**src/rrts_pkg.sv**
```systemverilog
// Shared types and constants for the round-robin task scheduler.
package rrts_pkg;

   localparam int ACTION_W   = 4;
   localparam int DUR_W      = 32;
   localparam int TICK_W     = 64;
   localparam int PORT_ID_W  = 6;
   localparam int SLOT_W     = 10;
   localparam int DIVIDEND_W = DUR_W + 1;

   localparam logic [ACTION_W-1:0] ACT_TICK        = 4'd0;
   localparam logic [ACTION_W-1:0] ACT_YIELD       = 4'd1;
   localparam logic [ACTION_W-1:0] ACT_BLOCK       = 4'd2;
   localparam logic [ACTION_W-1:0] ACT_SLEEP_MS    = 4'd3;
   localparam logic [ACTION_W-1:0] ACT_SLEEP_UNTIL = 4'd4;
   localparam logic [ACTION_W-1:0] ACT_WAKE        = 4'd5;
   localparam logic [ACTION_W-1:0] ACT_EXIT        = 4'd6;
   localparam logic [ACTION_W-1:0] ACT_CREATE      = 4'd7;
   localparam logic [ACTION_W-1:0] ACT_COLLECT     = 4'd8;

   localparam logic [1:0] STATUS_OK         = 2'd0;
   localparam logic [1:0] STATUS_NO_FREE_ID = 2'd1;
   localparam logic [1:0] STATUS_NOT_BLOCKED = 2'd2;
   localparam logic [1:0] STATUS_EXIT_QUEUE = 2'd3;

   localparam logic [SLOT_W-1:0] SLOT_RESET = 10'd10;

   // Commands from the sequencer to the ready queue.
   typedef struct packed {
      logic rd;    // read the head entry, data valid next cycle
      logic pop;   // advance the head
      logic push;  // append at the tail
   } rq_cmd_type;

endpackage

```
**src/rrts_divider.sv**
```systemverilog
// Restoring divider, one quotient bit per cycle, for sleep rounding.
module rrts_divider (
   input  logic                                clock,
   input  logic                                reset,
   input  logic                                start,
   input  logic [rrts_pkg::DIVIDEND_W-1:0]     dividend,
   input  logic [rrts_pkg::SLOT_W-1:0]         divisor,
   output logic                                done,
   output logic [rrts_pkg::DIVIDEND_W-1:0]     quotient
);

   localparam int DW   = rrts_pkg::DIVIDEND_W;
   localparam int SW   = rrts_pkg::SLOT_W;
   localparam int StpW = $clog2(DW + 1);

   logic [DW-1:0]   quo_ff, quo_in;
   logic [SW-1:0]   rem_ff, rem_in;
   logic [SW-1:0]   div_ff;
   logic [StpW-1:0] step_ff, step_in;
   logic            busy_ff, busy_in;
   logic            done_ff, done_in;
   logic [SW:0]     trial;

   assign trial = {rem_ff, quo_ff[DW-1]};

   always_comb begin
      quo_in  = quo_ff;
      rem_in  = rem_ff;
      step_in = step_ff;
      busy_in = busy_ff;
      done_in = 1'b0;
      if (start) begin
         quo_in  = dividend;
         rem_in  = '0;
         step_in = '0;
         busy_in = 1'b1;
      end else if (busy_ff) begin
         if (trial >= {1'b0, div_ff}) begin
            rem_in = SW'(trial - {1'b0, div_ff});
            quo_in = {quo_ff[DW-2:0], 1'b1};
         end else begin
            rem_in = SW'(trial);
            quo_in = {quo_ff[DW-2:0], 1'b0};
         end
         step_in = step_ff + StpW'(1);
         if (step_ff == StpW'(DW - 1)) begin
            busy_in = 1'b0;
            done_in = 1'b1;
         end
      end
   end

   always_ff @(posedge clock) begin
      if (reset) begin
         busy_ff <= 1'b0;
         done_ff <= 1'b0;
      end else begin
         busy_ff <= busy_in;
         done_ff <= done_in;
      end
   end

   always_ff @(posedge clock) begin
      quo_ff  <= quo_in;
      rem_ff  <= rem_in;
      step_ff <= step_in;
      if (start) begin
         div_ff <= divisor;
      end
   end

   assign done     = done_ff;
   assign quotient = quo_ff;

endmodule

```
**config.mk**
```make
export PLATFORM = sky130hd
export DESIGN_NAME = rrts_divider
export DESIGN_NICKNAME = d
export VERILOG_FILES = /design/src/rrts_pkg.sv /design/src/rrts_divider.sv
export SDC_FILE = /design/constraint.sdc
export NUM_CORES = 1
export LEC_CHECK = 0
export ABC_AREA = 1
export BUFFER_PORTS_ARGS = -buffer_cell sky130_fd_sc_hd__buf_2
export CORE_MARGIN = 2
export CORE_UTILIZATION = 39
export CTS_BUF_LIST = sky130_fd_sc_hd__clkbuf_8
export DETAILED_ROUTE_END_ITERATION = 12
export SKIP_CTS_REPAIR_TIMING = 1
export SYNTH_ARGS = -nofsm -noshare
export SYNTH_HDL_FRONTEND = slang
export SYNTH_SLANG_ARGS = --single-unit
```
**constraint.sdc**
```tcl
create_clock -name clock -period 6.1 [get_ports clock]
set_input_delay 1.525 -clock clock [delete_from_list [all_inputs] [get_ports clock]]
set_output_delay 1.525 -clock clock [all_outputs]
set_load 0.02 [all_outputs]
```
Yosys cells after proc, flatten, opt, wreduce, memory -nomap -nowiden
Index checks and enable logic that the tools add are counted.
- output and inout port bits: 34
- bits in registers: 61
- input port bits: 46
- logic and storage cells: 21
- order comparisons: 1
- bitwise logic cells: 1
- $add $sub $neg: 2
- muxes and demuxes: 8
- reduce and logical (&&, ||, !) cells: 2
- equal/unequal tests: 1
- operators by type and width (kind ; count):
    $mux 33 ; 2
    $ge 11x10->1 ; 1
    $mux 10 ; 1
    $sub 10x10->10 ; 1
    $add 6x1->6 const B ; 1
    $eq 6x6->1 const B ; 1
    $mux 1 ; 5
    $reduce_or 3->1 ; 1
    $reduce_bool 2->1 ; 1
    $not 1->1 ; 1

Longest topological paths before layout
Gate-level depths: netlist of the first run.
- word-level depth: 4
- gate-level depth with buffers: 14

Least setup slack after synthesis of the first run
OpenSTA, ideal clock, no wires.
- kind: input to register
- start: input port start
- end: register quo_ff[0] (netlist: quotient[0]) (enable)
- arrival: 2.655 ns
- buffers on the path: 1
- stages: 3
- setup time: 0.391 ns
- path slack: 3.054 ns
- cells stage by stage: clkbuf_1 nor2_1 inv_1
- longest elaborated chain between the ends: 1
- RTL lines (element ; RTL line ; text):
    start, declared ; rrts_divider.sv:5 ; input logic start,
    $reduce_bool 2->1 (no source line) ; n/a ;
    end signal, assigned ; rrts_divider.sv:64 ; quo_ff <= quo_in;
    end, declared ; rrts_divider.sv:16 ; logic [DW-1:0] quo_ff, quo_in;
No other way between the ends.
A chain may end at the register's enable or synchronous reset.

Worst setup path in the final report of the first run
Same ends and word-level chain as after synthesis.

==> impl_metrics.toml, run 1 <==
[detailed_routing]
drtAntennaViolNets = 0
highest_layer = "met4"
wl_per_cell_um = 12.1
via_per_inst = 4.58
wl_met1_um = 3270
wl_met3_um = 421
wl_met2_um = 2960
drt_iter0_drc = 118
finalWirelength_um = 6840
dr.pass1.iters = 4
route.detailed.drc = 0
vias = 2599

[floorplanning]
io_pins = 80
start_util_pct = 40.7
num_rows = 32
core_area_mm2 = 0.00781
dieArea_mm2 = 0.00889
die_height_um = 94.3
die_w_um = 94.3

[critical_path]
r2r_start = "div_ff[8]$_DFFE_PP_"
cp_common_cell = "buf_4"
cp.arrival_ns = 3.44
crit_required_ns = 6.14
max_stage_delay_ns = 0.83
cp-start-kind = "input pin"
reg2regPathDepth = 11
crit_start = "start"
critical_path.endpoint = "quotient[0]$_DFFE_PP_"
crit_path_end_kind = "flip-flop"
path_max_fanout = 46
r2r_end = "rem_ff[4]$_SDFFE_PP0P_"
path_class = "input pin to flip-flop"
slowest_stage = "inv_1"
rrSetupSlack_ns = 3.91
path_cells = "buf_2 > buf_4 > nor2_1 > inv_1 > buf_4"

[timing]
max_slew.worst_pin.slew_ns = 1.07
fin_ws_ns = 2.69
fmax_mhz = 294
layout_min_cycle_time_ns = 3.41
timing.setup.tns_ns = 0
fin_skew_ns = 0.00931
period_share_pct = 55.8
slew_violations = 0
finalHoldViolCount = 0
rsz0062_at_grt = "false"
setup_viol = 0
timing.slew.headroom_pct = 28.5

[cts]
clock-sinks = 61
clock_latency_ns = 0.34
h-tree-depth = 3
root_buffer = "clkbuf_8"
clkTransAtPathRegs_ns = 0.07
cts_tree = "built"
cts_made_buffers = 9
cts.path.max_buffers = 2

[yosys]
synthArstFlopShare_pct = 0
ys_ff_latch = 61
synth_area_mm2 = 0.00318
synth-edff-count = 43
syn_nets = 437
synth.largest_area_cell = "edfxtp_1"
yosys-top-cells-area = "edfxtp_1 41%, nand2_1 19%, dfxtp_1 11%"
synth_cells = 378
ys_warn_count = 0
synthFlopType = "edfxtp_1"
ys_seq_area_share_pct = 51.9
synth_cell_types = 30
syn_avg_cell_area_um2 = 8.41
netlist.area_leader.share_pct = 40.6

[power]
power.density_mw_per_mm2 = 264
p_leak_nw = 1.98
peakVddDrop_v = 0.000110
total_power_mw = 1.01

[finish]
area_growth_pct = 20.9
final_common_cell = "nand2_1"
nNetsFinal = 519
utilization_pct = 49.2
stdcell_count = 567
drive_gt1_share_pct = 24.7
n_antenna_cell = 0
final_cell_mix = "165 x nand2_1, 79 x buf_2, 48 x inv_1"

[global_route]
gr-usage-all-layers_pct = 16.4
antenna_found_initial = 0
grt_pass1_wl_um = 11100
grt_max_degree = 47
grt_pass1_vias = 2472
grt-ovfl-total = 0

[placement]
dpl.cell_count = 551
place_ws_ns = 2.27
port_buffers = 79
place.gp.congestion = 0.851
hpwl_um = 4910

[status]
outcome = "completed"

[min_path]
hold_path_class = "flip-flop to flip-flop"

[run]
drv_cap = 0
state kept, by name, indices dropped and copies added, names as in the netlist:
signal / flops
done: 1
busy_ff: 1
step_ff: 6
rem_ff: 10
div_ff: 10
quotient: 33
worst max-delay path: cells and delay by family:
| kind | cells | cell delay [ns] |
|---|---|---|
| simple gates | 1 | 0.24 |
| buf+inv | 4 | 1.63 |
metrics by stage:
| stage | hold slack, ns | instance area (um2) |
|---|---|---|
| global route | 0.512 | 3840 |
| detailed placement | 0.473 | 3650 |
| global placement | 0.470 | 3650 |
| CTS | 0.483 | 3840 |
| finish | 0.484 | 3840 |
| floorplan | 0.444 | 3180 |
logic make-up (layout without fill, tap and decap cells):
| group | after synthesis | count (layout) | synth area share (%) |
|---|---|---|---|
| simple gates | 224 | 224 | 30.3 |
| xor+xnor | 4 | 4 | 1.10 |
| flops | 61 | 61 | 51.9 |
| fa+ha+maj | 13 | 13 | 5.35 |
| buf+inv | 58 | 145 | 7.83 |
| compound gates | 18 | 18 | 3.46 |
cell type report:
class                           instances  area [um2]
Timing Repair Buffer                   82         418
Tap cell                              102         128
Inverter                               47         176
Sequential cell                        61        1650
Clock inverter                          7        67.6
Fill cell                             786        3960
Clock buffer                            9         124
Multi-Input combinational cell        259        1280
synth_stat cells, types with 2 or more instances:
library cell,count
xnor2_1,2
o21ai_0,7
o21ai_1,2
nand3_1,21
clkbuf_8,2
xor2_1,2
nor3_1,4
edfxtp_1,43
inv_1,47
nand2_1,165
nand3b_1,5
a21oi_1,5
nor2_2,4
dfxtp_1,18
nand2_2,5
ha_1,12
clkbuf_1,5
nor2_1,12
nand3_2,4
buf_2,3
worst min path at each step:
stage	cells after the start	slack, ns	start	endpoint
2_1_floorplan	2	0.44	rem_ff[5]$_SDFFE_PP0P_	rem_ff[5]$_SDFFE_PP0P_
3_3_place_gp	2	0.47	rem_ff[7]$_SDFFE_PP0P_	rem_ff[7]$_SDFFE_PP0P_
3_5_place_dp	2	0.47	rem_ff[7]$_SDFFE_PP0P_	rem_ff[7]$_SDFFE_PP0P_
4_1_cts	2	0.48	rem_ff[7]$_SDFFE_PP0P_	rem_ff[7]$_SDFFE_PP0P_
5_1_grt	2	0.51	rem_ff[8]$_SDFFE_PP0P_	rem_ff[8]$_SDFFE_PP0P_
6_report	2	0.48	rem_ff[7]$_SDFFE_PP0P_	rem_ff[7]$_SDFFE_PP0P_
metal layers:
layer | up-vias | global-route usage, %
li1 | 1361 | -
met5 | - | 0
met3 | 17 | 4.49
met2 | 78 | 24.5
met4 | 0 | 8.45
met1 | 1143 | 21.7
report_power, final:
| group | leakage, nW | switching [mW] | internal, mW |
|---|---|---|---|
| sequential | 0.582 | 0.0182 | 0.482 |
| combinational | 1.30 | 0.105 | 0.0581 |
| clock | 0.0964 | 0.164 | 0.186 |
No activity file was read; power rests on OpenSTA's default activity.
==> run 2, diff against run 1 <==
==> constraint.sdc (replaced) <==
create_clock -name clock -period 3.2 [get_ports clock]
set_input_delay 0.8 -clock clock [delete_from_list [all_inputs] [get_ports clock]]
set_output_delay 0.8 -clock clock [all_outputs]
set_load 0.02 [all_outputs]
==> run 2 against run 1 <==
  * Hold slack lost 0.0084 ns
  * Largest power group unchanged
  * Critical path type is now flip-flop to flip-flop
  * First-iteration DRC count grew 32%
  * Power grew 88%
==> impl_metrics.toml, run 2 (synthesis results as in run 1) <==
[critical_path]
max_stage_delay_ns = 0.50
cp-start-kind = "flip-flop"
crit_required_ns = 3.46
reg2regPathDepth = 11
cp.arrival_ns = 2.30
path_cells = "inv_1 > ha_1 > nand2_1 > nand2_1 > nand2_1 > nand2_1 > nor2_2 > nand2_2 > nand2_1 > nand3_1 > o21ai_2"
cp_common_cell = "nand2_1"
path_max_fanout = 13
path_class = "flip-flop to flip-flop"
path_delay_family = "simple AND/OR/NAND/NOR gates"
rrSetupSlack_ns = 1.16
slowest_stage = "nor2_2"
r2r_start = "div_ff[8]$_DFFE_PP_"
crit_path_end_kind = "flip-flop"
r2r_end = "rem_ff[4]$_SDFFE_PP0P_"
cp_num_buf_inv = 1

[finish]
regArea_mm2 = 0.00165
drive_gt1_share_pct = 24.4
final_common_cell = "nand2_1"
nNetsFinal = 519
final_cell_mix = "165 x nand2_1, 79 x buf_2, 47 x inv_1"
largest_reg_flops = 33
area_growth_pct = 20.5
fin_area_mm2 = 0.00383
multi_input_area_mm2 = 0.00128
num-fill-cells = 790
n_antenna_cell = 0

[detailed_routing]
vias = 2610
wl_per_cell_um = 12.0
route.detailed.drc = 0
finalWirelength_um = 6820
dr.pass1.iters = 4
drt_iter0_drc = 156
drtAntennaViolNets = 0
via_per_inst = 4.61

[cts]
clkTransAtPathRegs_ns = 0.06
cts_tree = "built"
root_buffer = "clkbuf_8"
h-tree-depth = 3
cts.path.max_buffers = 2
clock_latency_ns = 0.33
clock-sinks = 61
cts_made_buffers = 9

[timing]
fmax_mhz = 490
layout_min_cycle_time_ns = 2.04
slew_violations = 0
setup_viol = 0
hold_ws_ns = 0.476
max_slew.worst_pin.slew_ns = 0.615
period_share_pct = 63.7
timing.slew.headroom_pct = 59.0
timing.setup.tns_ns = 0
rsz0062_at_grt = "false"
finalHoldViolCount = 0
fin_ws_ns = 1.16
fin_skew_ns = 0.00530

[global_route]
gr-usage-all-layers_pct = 16.6
grt_pass1_vias = 2382
grt-ovfl-total = 0
grt_max_degree = 42
antenna_found_initial = 1
grt_pass1_wl_um = 11200

[power]
power.density_mw_per_mm2 = 496
peakVddDrop_v = 0.000234
p_leak_nw = 1.97
total_power_mw = 1.90

[floorplanning]
die_w_um = 94.3
start_util_pct = 40.7
dieArea_mm2 = 0.00889
num_rows = 32
io_pins = 80
die_height_um = 94.3
core_area_mm2 = 0.00781

[placement]
port_buffers = 79
hpwl_um = 4990
place_ws_ns = 1.01
place.gp.congestion = 0.821
dpl_cell_area_mm2 = 0.00365

[min_path]
hold_path_class = "flip-flop to flip-flop"
min-delay-start = "rem_ff[8]$_SDFFE_PP0P_"
holdPathEnd = "rem_ff[8]$_SDFFE_PP0P_"
hold-path-cell-count = 2

[status]
outcome = "completed"

[run]
drv_cap = 0
run 2: worst max-delay path by stage:
| stage | from | endpoint | slack (ns) | cells past startpoint |
|---|---|---|---|---|
| floorplan | start | quotient[0]$_DFFE_PP_ | 0.88 | 3 |
| global placement | start | quotient[27]$_DFFE_PP_ | 1.0 | 4 |
| detailed placement | start | quotient[27]$_DFFE_PP_ | 1.01 | 4 |
| CTS | div_ff[8]$_DFFE_PP_ | rem_ff[0]$_SDFFE_PP0P_ | 1.19 | 11 |
| global route | div_ff[8]$_DFFE_PP_ | rem_ff[0]$_SDFFE_PP0P_ | 0.89 | 11 |
| finish | div_ff[8]$_DFFE_PP_ | rem_ff[4]$_SDFFE_PP0P_ | 1.16 | 11 |
run 2: report_power, final:
part           total (mW)  switching, mW  internal [mW]
registers           0.952         0.0330          0.919
clock network       0.637          0.290          0.347
logic               0.313          0.202          0.111
run 2: tightest hold or removal path, delay by kind of cell (launching register included):
kind | cells | cell delay, ns
flip-flops | 1 | 0.32
AND/OR/NAND/NOR | 2 | 0.11
run 2: final cells by class:
class | instances | area share [%]
Multi-Input combinational cell | 259 | 33.4
Clock inverter | 6 | 1.44
Clock buffer | 9 | 3.23
Timing Repair Buffer | 82 | 10.9
Inverter | 47 | 4.60
Tap cell | 102 | 3.33
Sequential cell | 61 | 43.1
run 2: per-stage QoR:
stage,instances,utilization [%]
final,566,49.1
after global routing,566,49.1
after CTS,566,49.1
after detailed placement,551,46.8
after global placement,551,46.8
after floorplan,378,-
run 2: per-layer routing:
metal	vias to the layer above	GRT usage [%]	part of all wire (%)
li1	1362	-	-
met1	1157	22.6	47
met2	78	24.2	44
met3	11	5.70	6.8
met4	2	6.28	1.5
met5	-	0	0.19
