<file path="src/rrts_pkg.sv">
// Shared types and constants for the round-robin task scheduler.
package rrts_pkg;

   localparam int ACTION_W   = 4;
   localparam int DUR_W      = 32;
   localparam int TICK_W     = 64;
   localparam int PORT_ID_W  = 6;
   localparam int SLOT_W     = 10;
   localparam int DIVIDEND_W = DUR_W + 1;

   localparam logic [ACTION_W-1:0] ACT_TICK        = 4'd0;
   localparam logic [ACTION_W-1:0] ACT_YIELD       = 4'd1;
   localparam logic [ACTION_W-1:0] ACT_BLOCK       = 4'd2;
   localparam logic [ACTION_W-1:0] ACT_SLEEP_MS    = 4'd3;
   localparam logic [ACTION_W-1:0] ACT_SLEEP_UNTIL = 4'd4;
   localparam logic [ACTION_W-1:0] ACT_WAKE        = 4'd5;
   localparam logic [ACTION_W-1:0] ACT_EXIT        = 4'd6;
   localparam logic [ACTION_W-1:0] ACT_CREATE      = 4'd7;
   localparam logic [ACTION_W-1:0] ACT_COLLECT     = 4'd8;

   localparam logic [1:0] STATUS_OK         = 2'd0;
   localparam logic [1:0] STATUS_NO_FREE_ID = 2'd1;
   localparam logic [1:0] STATUS_NOT_BLOCKED = 2'd2;
   localparam logic [1:0] STATUS_EXIT_QUEUE = 2'd3;

   localparam logic [SLOT_W-1:0] SLOT_RESET = 10'd10;

   // Commands from the sequencer to the ready queue.
   typedef struct packed {
      logic rd;    // read the head entry, data valid next cycle
      logic pop;   // advance the head
      logic push;  // append at the tail
   } rq_cmd_type;

endpackage

</file>
<file path="src/rrts_ready_queue.sv">
// Ready queue: circular buffer of task ids in a synchronous memory.
module rrts_ready_queue #(
   parameter int MAX_TASKS = 64
) (
   input  logic                           clock,
   input  logic                           reset,
   input  rrts_pkg::rq_cmd_type           cmd,
   input  logic [$clog2(MAX_TASKS)-1:0]   push_id,
   output logic [$clog2(MAX_TASKS+1)-1:0] count,
   output logic [$clog2(MAX_TASKS)-1:0]   rd_data
);

   localparam int IdW  = $clog2(MAX_TASKS);
   localparam int CntW = $clog2(MAX_TASKS + 1);
   localparam int SumW = IdW + 2;

   logic [IdW-1:0]  mem [MAX_TASKS];
   logic [IdW-1:0]  mem_q_ff;
   logic [IdW-1:0]  head_ff, head_in;
   logic [CntW-1:0] count_ff, count_in;
   logic            slot0_written_ff, slot0_written_in;
   logic            rd_zero_ff;
   logic [SumW-1:0] tail_sum;
   logic [IdW-1:0]  tail;
   logic            do_push;

   assign tail_sum = SumW'(head_ff) + SumW'(count_ff);
   assign tail     = (tail_sum >= SumW'(MAX_TASKS)) ? IdW'(tail_sum - SumW'(MAX_TASKS))
                                                    : IdW'(tail_sum);
   // A push onto a full queue is dropped unless a pop frees a slot.
   assign do_push  = cmd.push && ((count_ff != CntW'(MAX_TASKS)) || cmd.pop);

   always_comb begin
      head_in          = head_ff;
      count_in         = count_ff;
      slot0_written_in = slot0_written_ff;
      if (cmd.pop) begin
         head_in = (head_ff == IdW'(MAX_TASKS - 1)) ? '0 : head_ff + IdW'(1);
      end
      if (cmd.pop && !do_push) begin
         count_in = count_ff - CntW'(1);
      end else if (do_push && !cmd.pop) begin
         count_in = count_ff + CntW'(1);
      end
      if (do_push && (tail == '0)) begin
         slot0_written_in = 1'b1;
      end
   end

   always_ff @(posedge clock) begin
      if (reset) begin
         head_ff          <= '0;
         count_ff         <= CntW'(1);
         slot0_written_ff <= 1'b0;
      end else begin
         head_ff          <= head_in;
         count_ff         <= count_in;
         slot0_written_ff <= slot0_written_in;
      end
   end

   always_ff @(posedge clock) begin
      if (do_push) begin
         mem[tail] <= push_id;
      end
      if (cmd.rd) begin
         mem_q_ff   <= mem[head_ff];
         rd_zero_ff <= (head_ff == '0);
      end
   end

   // Until entry zero is first written it holds the collector id.
   assign rd_data = (rd_zero_ff && !slot0_written_ff) ? IdW'(1) : mem_q_ff;
   assign count   = count_ff;

endmodule

</file>
<file path="config.mk">
export PLATFORM = sky130hd
export DESIGN_NAME = rrts_ready_queue
export DESIGN_NICKNAME = d
export VERILOG_FILES = /design/src/rrts_pkg.sv /design/src/rrts_ready_queue.sv
export SDC_FILE = /design/constraint.sdc
export NUM_CORES = 1
export LEC_CHECK = 0
export ABC_AREA = 1
export BUFFER_PORTS_ARGS = -buffer_cell sky130_fd_sc_hd__buf_2
export CAP_MARGIN = 40
export CORE_ASPECT_RATIO = 1.2
export CORE_UTILIZATION = 30
export CTS_BUF_LIST = sky130_fd_sc_hd__clkbuf_8 sky130_fd_sc_hd__clkbuf_16
export DETAILED_ROUTE_END_ITERATION = 16
export SKIP_CTS_REPAIR_TIMING = 1
export SLEW_MARGIN = 10
export SYNTH_ARGS = -nofsm -noshare
export SYNTH_HDL_FRONTEND = slang
export SYNTH_SLANG_ARGS = --single-unit
</file>
<file path="constraint.sdc">
create_clock -name clock -period 6.08 [get_ports clock]
set_clock_uncertainty 0.15 [all_clocks]
set_input_delay 0 -clock clock [delete_from_list [all_inputs] [get_ports clock]]
set_output_delay 0 -clock clock [all_outputs]
set_load 0.05 [all_outputs]
</file>
# Word level (Yosys, flattened, before mapping)
# Memories as Yosys holds them, arrays and structs flattened. A register that Yosys moved wholly into a read port is not among the register bits.
# Cells that the tools add are included.
# classes
reduce_logical	12
n_lt_le_gt_ge	1
n_eq_ne	2
add_sub_neg	5
mux	7
# op_table
op	count
2-to-1 mux 6 bit	3
2-to-1 mux 7 bit	2
logical NOT 6 bit	2
adder 6 x 7 -> 8 bit	1
greater-or-equal comparator 8 x 7 -> 1 bit (second input constant)	1
adder 7 x 1 -> 7 bit (second input constant)	1
inequality test 7 bit (second input constant)	1
subtractor 7 x 1 -> 7 bit (second input constant)	1
adder 6 x 1 -> 6 bit (second input constant)	1
== test 6 bit (second input constant)	1
subtractor 6 x 1 -> 6 bit (second input constant)	1
logical AND 1 bit	5
logical NOT 1 bit	3
2-to-1 mux 1 bit	2
nonzero test 2 bit	1
logical OR 1 bit	1
# word_totals
n_memories	1
out_inout_bits	13
ram_bits	384
regBits	15
word_cells	32
# mem_list
memory	depth	width	rd	rd_clocked_by_memory_dff	write_ports	line	source
mem	64	6	1	1	1	rrts_ready_queue.sv:17	logic [IdW-1:0] mem [MAX_TASKS];

# Logic depth before layout (Yosys ltp)
# Gate-level depths: netlist of the first run.
# depth
ltp_word	6
mapped_depth	15

# Least setup slack after synthesis of the first run
# Ideal clock, no wire load.
# synth_path
kind	register -> register
start	register count_ff[0], in the netlist count[0]
end	memory mem[35][0] (netlist bit), enable pin
required_ps	5580
setup_time_ps	350
arrival_ps	2178
stages_incl_launch_ff	8
path_buffers	0
period_less_slack_ps	2678
setup_slack_ps	3402
cell_sequence	dfxtp_1 > ha_1 > fa_1 > xnor2_1 > inv_1 > nor2_1 > nand2_1 > nor2_1
# synth_between
elab_chain_len	5
# synth_rtl
element	line	source
start: declaration	rrts_ready_queue.sv:20	logic [CntW-1:0] count_ff, count_in;
start signal: assignment	rrts_ready_queue.sv:53	count_ff <= CntW'(1);
start signal: assignment	rrts_ready_queue.sv:57	count_ff <= count_in;
branches (longest 5 deep; another with adder 6 x 7 -> 8 bit)	--	
end: declaration	rrts_ready_queue.sv:17	
# Several ways; the timed one is not identified.

# Final worst setup path of the first run
# layout_path
start	register head_ff[0]
end	memory mem[57][0] (netlist bit), enable pin
# layout_between
elab_chain_len	3
# layout_rtl
element	line	source
start: declaration	rrts_ready_queue.sv:19	logic [IdW-1:0] head_ff, head_in;
start signal: assignment	rrts_ready_queue.sv:56	head_ff <= head_in;
adder 6 x 7 -> 8 bit (*)	rrts_ready_queue.sv:27	assign tail_sum = SumW'(head_ff) + SumW'(count_ff);
greater-or-equal comparator 8 x 7 -> 1 bit / subtractor 6 x 1 -> 6 bit (equally long branches)	rrts_ready_queue.sv:28	assign tail = (tail_sum >= SumW'(MAX_TASKS)) ? IdW'(tail_sum - SumW'(MAX_TASKS))
2-to-1 mux 6 bit (*)	rrts_ready_queue.sv:28	
# Mark *: on every way between the ends. The rest lies on a longest branch, timed or not.

==> impl_metrics.py, run 1 <==
metrics = {
    "run_status": {
        "result_of_the_run": "finished, final reports clean",
    },
    "setup_path": {
        "worst-endpoint-arrival_ps": 3350,
        "path_cells": "ha_1 > fa_1 > xnor2_1 > nand3_1 > nor2_1",
        "cp_slowest_cell": "sky130_fd_sc_hd__nor2_1",
        "cpPeakStageDelay_ps": 680,
        "worst_setup_path_end_kind": "flip-flop",
        "critPathMaxFanout": 40,
        "required_time_of_the_worst_setup_path_ps": 6090,
        "class_of_the_most_critical_setup_path": "reg -> reg",
        "start_kind": "flip-flop",
        "setup_slack_of_the_worst_register_to_register_path_ps": 2740,
    },
    "floorplanning": {
        "num_rows": 96,
        "area_of_the_core_mm2": 0.0574,
        "initial_utilization": 0.305,
        "fp.dieW_um": 222,
        "chipHeight_um": 267,
        "die-area_mm2": 0.0593,
        "pin_count": 24,
    },
    "sta": {
        "layout_worst_path_cycle_share": 0.549,
        "timing.final.max_slew_violations": 0,
        "final_hold_vios": 0,
        "setup_violations": 0,
        "fin_tns_setup_ps": 0,
        "max_transition_margin": 0.401,
        "achievable-frequency_mhz": 299,
        "worst_pin_slew_ps": 898,
        "rsz_0062_raised_after_global_routing": "no",
        "timing.final.crit_period_ps": 3340,
    },
    "power": {
        "power_density_mw_per_mm2": 307,
        "vdd_ir_drop_max_mv": 0.193,
        "power_leakage_nw": 7.45,
    },
    "layout": {
        "number_of_inserted_diodes": 0,
        "layout-drive-gt1-share": 0.0599,
        "fin_nets": 1701,
        "utilization": 0.342,
        "syn_to_final_growth_pct": 12.3,
        "filler_cell_count_in_the_final_layout": 5744,
        "stdcell_count": 2439,
    },
    "detailed_routing": {
        "drcViolationCount": 0,
        "detailedRoute.firstPassIterationCount": 6,
        "drt-total-wl_mm": 43.3,
        "drt.antenna.violating_nets": 0,
        "detailedRoute.firstIterationViolations": 1026,
        "detail_route.vias_per_cell": 4.78,
        "detailroute.via_count": 11700,
        "wl_per_cell_um": 17.8,
    },
    "synth": {
        "post-synth-top-count-cell": "sky130_fd_sc_hd__nand2_1",
        "synth_area_leaders": "sky130_fd_sc_hd__edfxtp_1 67%, sky130_fd_sc_hd__nand2_1 9.8%, sky130_fd_sc_hd__nor2_1 5.4%",
        "netlist-cell-type-count": 33,
        "yosys.area.top_type_share": 0.671,
        "synth_cells": 1663,
        "ys.warnings.count": 0,
        "post_synth_most_frequent_cells": "456 x sky130_fd_sc_hd__nand2_1, 391 x sky130_fd_sc_hd__edfxtp_1, 254 x sky130_fd_sc_hd__nor2_1",
        "synth_largest_area_cell": "sky130_fd_sc_hd__edfxtp_1",
        "yosys_register_bits": 405,
        "synthesis.nets": 1688,
        "synth_edf_count": 391,
        "ys_seq_area_frac": 0.687,
        "syn-cell-area_mm2": 0.0175,
        "async_reset_ff_frac": 0,
        "average_instance_area_after_synthesis_um2": 10.5,
        "synth_ff_type": "sky130_fd_sc_hd__edfxtp_1",
    },
    "global_route": {
        "gr-total-overflow": 0,
        "global_route.usage.total": 0.146,
        "number_of_global_route_vias_before_repair": 11400,
        "grt_antenna_before_repair": 0,
        "grt_max_degree": 86,
        "grt_first_pass_wirelength_mm": 66.9,
    },
    "cts": {
        "tritoncts_num_sinks": 405,
        "clkTransAtPathRegs_ps": 60,
        "clock_tree.htree_level_count": 2,
        "tritoncts.num_buffers": 39,
        "max-clock-path-buffers": 3,
        "clock_latency_ps": 540,
        "clock_tree_from_tritoncts": "built",
        "ctsRootBufferMaster": "sky130_fd_sc_hd__clkbuf_16",
    },
    "placed_design": {
        "place.detailed.hpwl_mm": 26.7,
        "placed_cells": 2359,
        "gp_routability_congestion": 0.842,
        "io_buffer_count": 23,
    },
    "flow_run": {
        "maximum_capacitance_violations": 0,
    },
    "min_path": {
        "worstHoldPathType": "in -> reg",
    },
}
## path summary, 6_finish.rpt
check | cells past startpoint | end | start
setup / recovery | 5 | mem[57][0]$_DFFE_PP_ | head_ff[0]$_SDFFE_PP0P_
hold / removal | 3 | slot0_written_ff$_SDFFE_PP0P_ | reset
hold reg to reg | 2 | slot0_written_ff$_SDFFE_PP0P_ | slot0_written_ff$_SDFFE_PP0P_
setup reg to reg | 5 | mem[57][0]$_DFFE_PP_ | head_ff[0]$_SDFFE_PP0P_
## critical path, delay by kind of cell, from the launching register on
| family | cells | cell delay, ps |
|---|---|---|
| AND/OR/NAND/NOR | 2 | 1250 |
| XOR/XNOR | 1 | 360 |
| adder cells (fa/ha/maj) | 2 | 710 |
| flip-flops | 1 | 480 |
## per-stage QoR
stage | hold slack, ps | total power, mW | setup WS (ps) | cell area (um^2)
after floorplan | -80.9 | 3.55 | 3400 | 17500
after global placement | 77.6 | 3.73 | 2730 | 18200
after detailed placement | 73.0 | 3.75 | 2750 | 18300
after CTS | -492 | 6.06 | 2710 | 19500
after global routing | 112 | 6.22 | 2620 | 19700
final | 102 | 6.03 | 2740 | 19700
## state kept, by name (all words and copies together), names as in the netlist
| name | flops |
|---|---|
| slot0_written_ff | 1 |
| count | 7 |
| rd_zero_ff | 1 |
| mem_q_ff | 6 |
| head_ff | 6 |
| mem | 384 |
## placed cells by master (no fill, tap or decap), types with 2 or more instances in the layout
cell type                       Yosys  layout
sky130_fd_sc_hd__a21oi_1           32      32
sky130_fd_sc_hd__a31oi_1            2       2
sky130_fd_sc_hd__and3_1             2       2
sky130_fd_sc_hd__buf_12             0       3
sky130_fd_sc_hd__buf_16             0       3
sky130_fd_sc_hd__buf_2             30      17
sky130_fd_sc_hd__buf_4              5      13
sky130_fd_sc_hd__bufinv_16          0       3
sky130_fd_sc_hd__clkbuf_16          0      39
sky130_fd_sc_hd__clkinv_1           1       9
sky130_fd_sc_hd__clkinv_2           0       6
sky130_fd_sc_hd__clkinvlp_4         0       5
sky130_fd_sc_hd__dfxtp_1           14      12
sky130_fd_sc_hd__dfxtp_4            0       2
sky130_fd_sc_hd__dlygate4sd3_1      0      11
sky130_fd_sc_hd__edfxtp_1         391     391
sky130_fd_sc_hd__fa_1               2       2
sky130_fd_sc_hd__ha_1              12      12
sky130_fd_sc_hd__inv_1            130     134
sky130_fd_sc_hd__inv_2              2       2
sky130_fd_sc_hd__inv_6              0       3
sky130_fd_sc_hd__nand2_1          456     456
sky130_fd_sc_hd__nand3_1          131     131
sky130_fd_sc_hd__nand3b_1           2       2
sky130_fd_sc_hd__nand4_1            5       5
sky130_fd_sc_hd__nor2_1           254     254
sky130_fd_sc_hd__o211ai_1           2       2
sky130_fd_sc_hd__o21ai_0          110     110
sky130_fd_sc_hd__o21ai_1           22      22
sky130_fd_sc_hd__or2_2              3       3
sky130_fd_sc_hd__xnor2_1            4       4
sky130_fd_sc_hd__xor2_1             5       5
## report_power, final
part	internal, mW	total [mW]	switching [mW]
combinational	0.143	0.554	0.411
clock	1.30	2.34	1.03
sequential	3.11	3.14	0.0336
total	4.55	6.03	1.48
## layout make-up
class | count | area, um^2 | share of cell area
Multi-Input combinational cell | 1049 | 4550 | 0.232
Timing Repair Buffer | 47 | 435 | 0.0222
Tap cell | 735 | 920 | 0.0468
Clock buffer | 39 | 976 | 0.0496
Sequential cell | 405 | 12000 | 0.612
Clock inverter | 30 | 238 | 0.0121
Inverter | 134 | 505 | 0.0257
## routing by layer
metal | up-vias | GRT usage | part of all wire
met4 | 0 | 0.0511 | 0.030
met5 | - | 0 | 0
li1 | 5593 | - | -
met3 | 81 | 0.0177 | 0.047
met1 | 5660 | 0.179 | 0.41
met2 | 332 | 0.264 | 0.51
## cells by family after synthesis
group                    Yosys count  synth area share
AO/OA/AOI/OAI                    171            0.0498
XOR/XNOR                           9           0.00450
adder cells (fa/ha/maj)           14            0.0109
buffers and inverters            209            0.0527
flip-flops                       405             0.687
AND/OR/NAND/NOR                  855             0.195
No activity file was read; power rests on OpenSTA's default activity.
==> run 2, diff against run 1 <==
==> constraint.sdc (replaced) <==
create_clock -name clock -period 3.2 [get_ports clock]
set_clock_uncertainty 0.15 [all_clocks]
set_input_delay 0 -clock clock [delete_from_list [all_inputs] [get_ports clock]]
set_output_delay 0 -clock clock [all_outputs]
set_load 0.05 [all_outputs]
==> impl_metrics.py, run 2 (same netlist as run 1, synthesis figures left out) <==
metrics = {
    "global_route": {
        "gr-total-overflow": 0,
        "grt_first_pass_wirelength_mm": 68.8,
        "grt_antenna_before_repair": 0,
        "number_of_global_route_vias_before_repair": 11900,
        "global_route.usage.total": 0.150,
        "grt_max_degree": 101,
    },
    "detailed_routing": {
        "drcViolationCount": 0,
        "detailedRoute.firstPassIterationCount": 6,
        "drt-total-wl_mm": 44.1,
        "drt.antenna.violating_nets": 0,
        "detailroute.via_count": 11900,
        "detail_route.vias_per_cell": 4.83,
        "wl_per_cell_um": 18.0,
        "detailedRoute.firstIterationViolations": 1130,
    },
    "sta": {
        "achievable-frequency_mhz": 323,
        "hold-worst-slack_ps": -19.0,
        "timing.final.crit_period_ps": 3100,
        "layout_worst_path_cycle_share": 0.968,
        "timing.final.max_slew_violations": 0,
        "setup_violations": 0,
        "worst_pin_slew_ps": 889,
        "rsz_0062_raised_after_global_routing": "yes",
        "fin_tns_setup_ps": 0,
        "max_transition_margin": 0.407,
        "final_hold_vios": 17,
    },
    "cts": {
        "tritoncts.num_buffers": 39,
        "clock_latency_ps": 550,
        "clock_tree.htree_level_count": 2,
        "tritoncts_num_sinks": 405,
        "clkTransAtPathRegs_ps": 60,
        "ctsRootBufferMaster": "sky130_fd_sc_hd__clkbuf_16",
        "max-clock-path-buffers": 3,
        "clock_tree_from_tritoncts": "built",
    },
    "floorplanning": {
        "fp.dieW_um": 222,
        "pin_count": 24,
        "chipHeight_um": 267,
        "die-area_mm2": 0.0593,
        "num_rows": 96,
        "area_of_the_core_mm2": 0.0574,
        "initial_utilization": 0.305,
    },
    "setup_path": {
        "regToRegStartpoint": "count[0]$_SDFFE_PP1P_",
        "class_of_the_most_critical_setup_path": "reg -> reg",
        "reg2reg_to": "mem[27][5]$_DFFE_PP_",
        "worst_setup_path_end_kind": "flip-flop",
        "worst-endpoint-arrival_ps": 3110,
        "critPathMaxFanout": 8,
        "depth_of_the_worst_register_to_register_path": 7,
        "required_time_of_the_worst_setup_path_ps": 3220,
        "start_kind": "flip-flop",
        "setup_slack_of_the_worst_register_to_register_path_ps": 100,
    },
    "layout": {
        "layout-drive-gt1-share": 0.0681,
        "fin_area_mm2": 0.0197,
        "layout_common_cells": "456 x sky130_fd_sc_hd__nand2_1, 391 x sky130_fd_sc_hd__edfxtp_1, 251 x sky130_fd_sc_hd__nor2_1",
        "stdcell_count": 2454,
        "fin_nets": 1724,
        "largest_reg_flops": 384,
        "syn_to_final_growth_pct": 12.7,
        "number_of_inserted_diodes": 0,
        "final_common_cell": "sky130_fd_sc_hd__nand2_1",
        "top_register": "mem",
    },
    "placed_design": {
        "placedInstanceArea_mm2": 0.0185,
        "place.detailed.hpwl_mm": 27.3,
        "gp_routability_congestion": 0.866,
        "placed_cells": 2382,
        "io_buffer_count": 23,
    },
    "min_path": {
        "worstHoldStart": "push_id[0]",
        "worstHoldPathType": "in -> reg",
        "worst_hold_path.endpoint": "mem[32][0]$_DFFE_PP_",
        "min_path_cells": 1,
    },
    "run_status": {
        "failing_checks": "hold timing",
        "result_of_the_run": "finished with violations",
    },
    "flow_run": {
        "maximum_capacitance_violations": 0,
    },
    "power": {
        "power_leakage_nw": 7.51,
        "vdd_ir_drop_max_mv": 0.292,
        "power_density_mw_per_mm2": 572,
    },
}
run 2: cell types whose count changed in the layout (fill, tap and decap cells not counted), moves of 2 or more:
cell,delta
sky130_fd_sc_hd__nor2_2,+3
sky130_fd_sc_hd__clkinvlp_4,-3
sky130_fd_sc_hd__inv_6,-2
sky130_fd_sc_hd__clkinv_2,-4
sky130_fd_sc_hd__nor2_1,-3
sky130_fd_sc_hd__buf_4,+23
sky130_fd_sc_hd__buf_16,-3
sky130_fd_sc_hd__buf_12,+3
sky130_fd_sc_hd__inv_1,+2
run 2: routing by layer:
metal | part of all wire | global-route usage
met5 | 0 | 0
met4 | 0.033 | 0.0567
met3 | 0.046 | 0.0184
met2 | 0.49 | 0.263
met1 | 0.43 | 0.191
run 2: power by group:
part | switching, mW | internal [mW]
Sequential | 0.0344 | 5.90
Combinational | 0.817 | 0.290
Clock | 1.89 | 2.36
run 2: worst max-delay path by stage:
stage | from | endpoint | cells past startpoint
4_1_cts | count[0]$_SDFFE_PP1P_ | mem[27][5]$_DFFE_PP_ | 7
5_1_grt | count[0]$_SDFFE_PP1P_ | mem[3][2]$_DFFE_PP_ | 7
3_5_place_dp | count[0]$_SDFFE_PP1P_ | mem[19][1]$_DFFE_PP_ | 7
6_report | count[0]$_SDFFE_PP1P_ | mem[27][5]$_DFFE_PP_ | 7
2_1_floorplan | count[0]$_SDFFE_PP1P_ | mem[35][0]$_DFFE_PP_ | 7
3_3_place_gp | count[0]$_SDFFE_PP1P_ | mem[59][5]$_DFFE_PP_ | 7
run 2: stage by stage:
step	utilization	setup slack, ps	power (mW)	hold slack, ps
floorplan	-	522	6.74	-80.9
finish	0.344	102	11.3	-19.0
global route	0.344	-54.4	11.7	1.14
detailed placement	0.322	189	7.14	70.1
CTS	0.342	170	11.3	-486
global placement	0.321	268	7.12	68.1
run 2: worst max-delay path, cell delays in order (launching register included):
cell	delay, ps
sky130_fd_sc_hd__dfxtp_1	340
sky130_fd_sc_hd__ha_1	260
sky130_fd_sc_hd__fa_1	420
sky130_fd_sc_hd__xnor2_1	380
sky130_fd_sc_hd__inv_1	90
sky130_fd_sc_hd__nor2_1	150
sky130_fd_sc_hd__nand2_1	360
sky130_fd_sc_hd__nor2_1	570
run 2: final cells by class:
class                   count  area, um^2
clock buffers              39         976
fillers                  5714       37700
clock inverters            22         150
inverters                 134         505
repair buffers             70         586
well taps                 735         920
multi-input cells        1049        4560
flip-flops and latches    405       12000
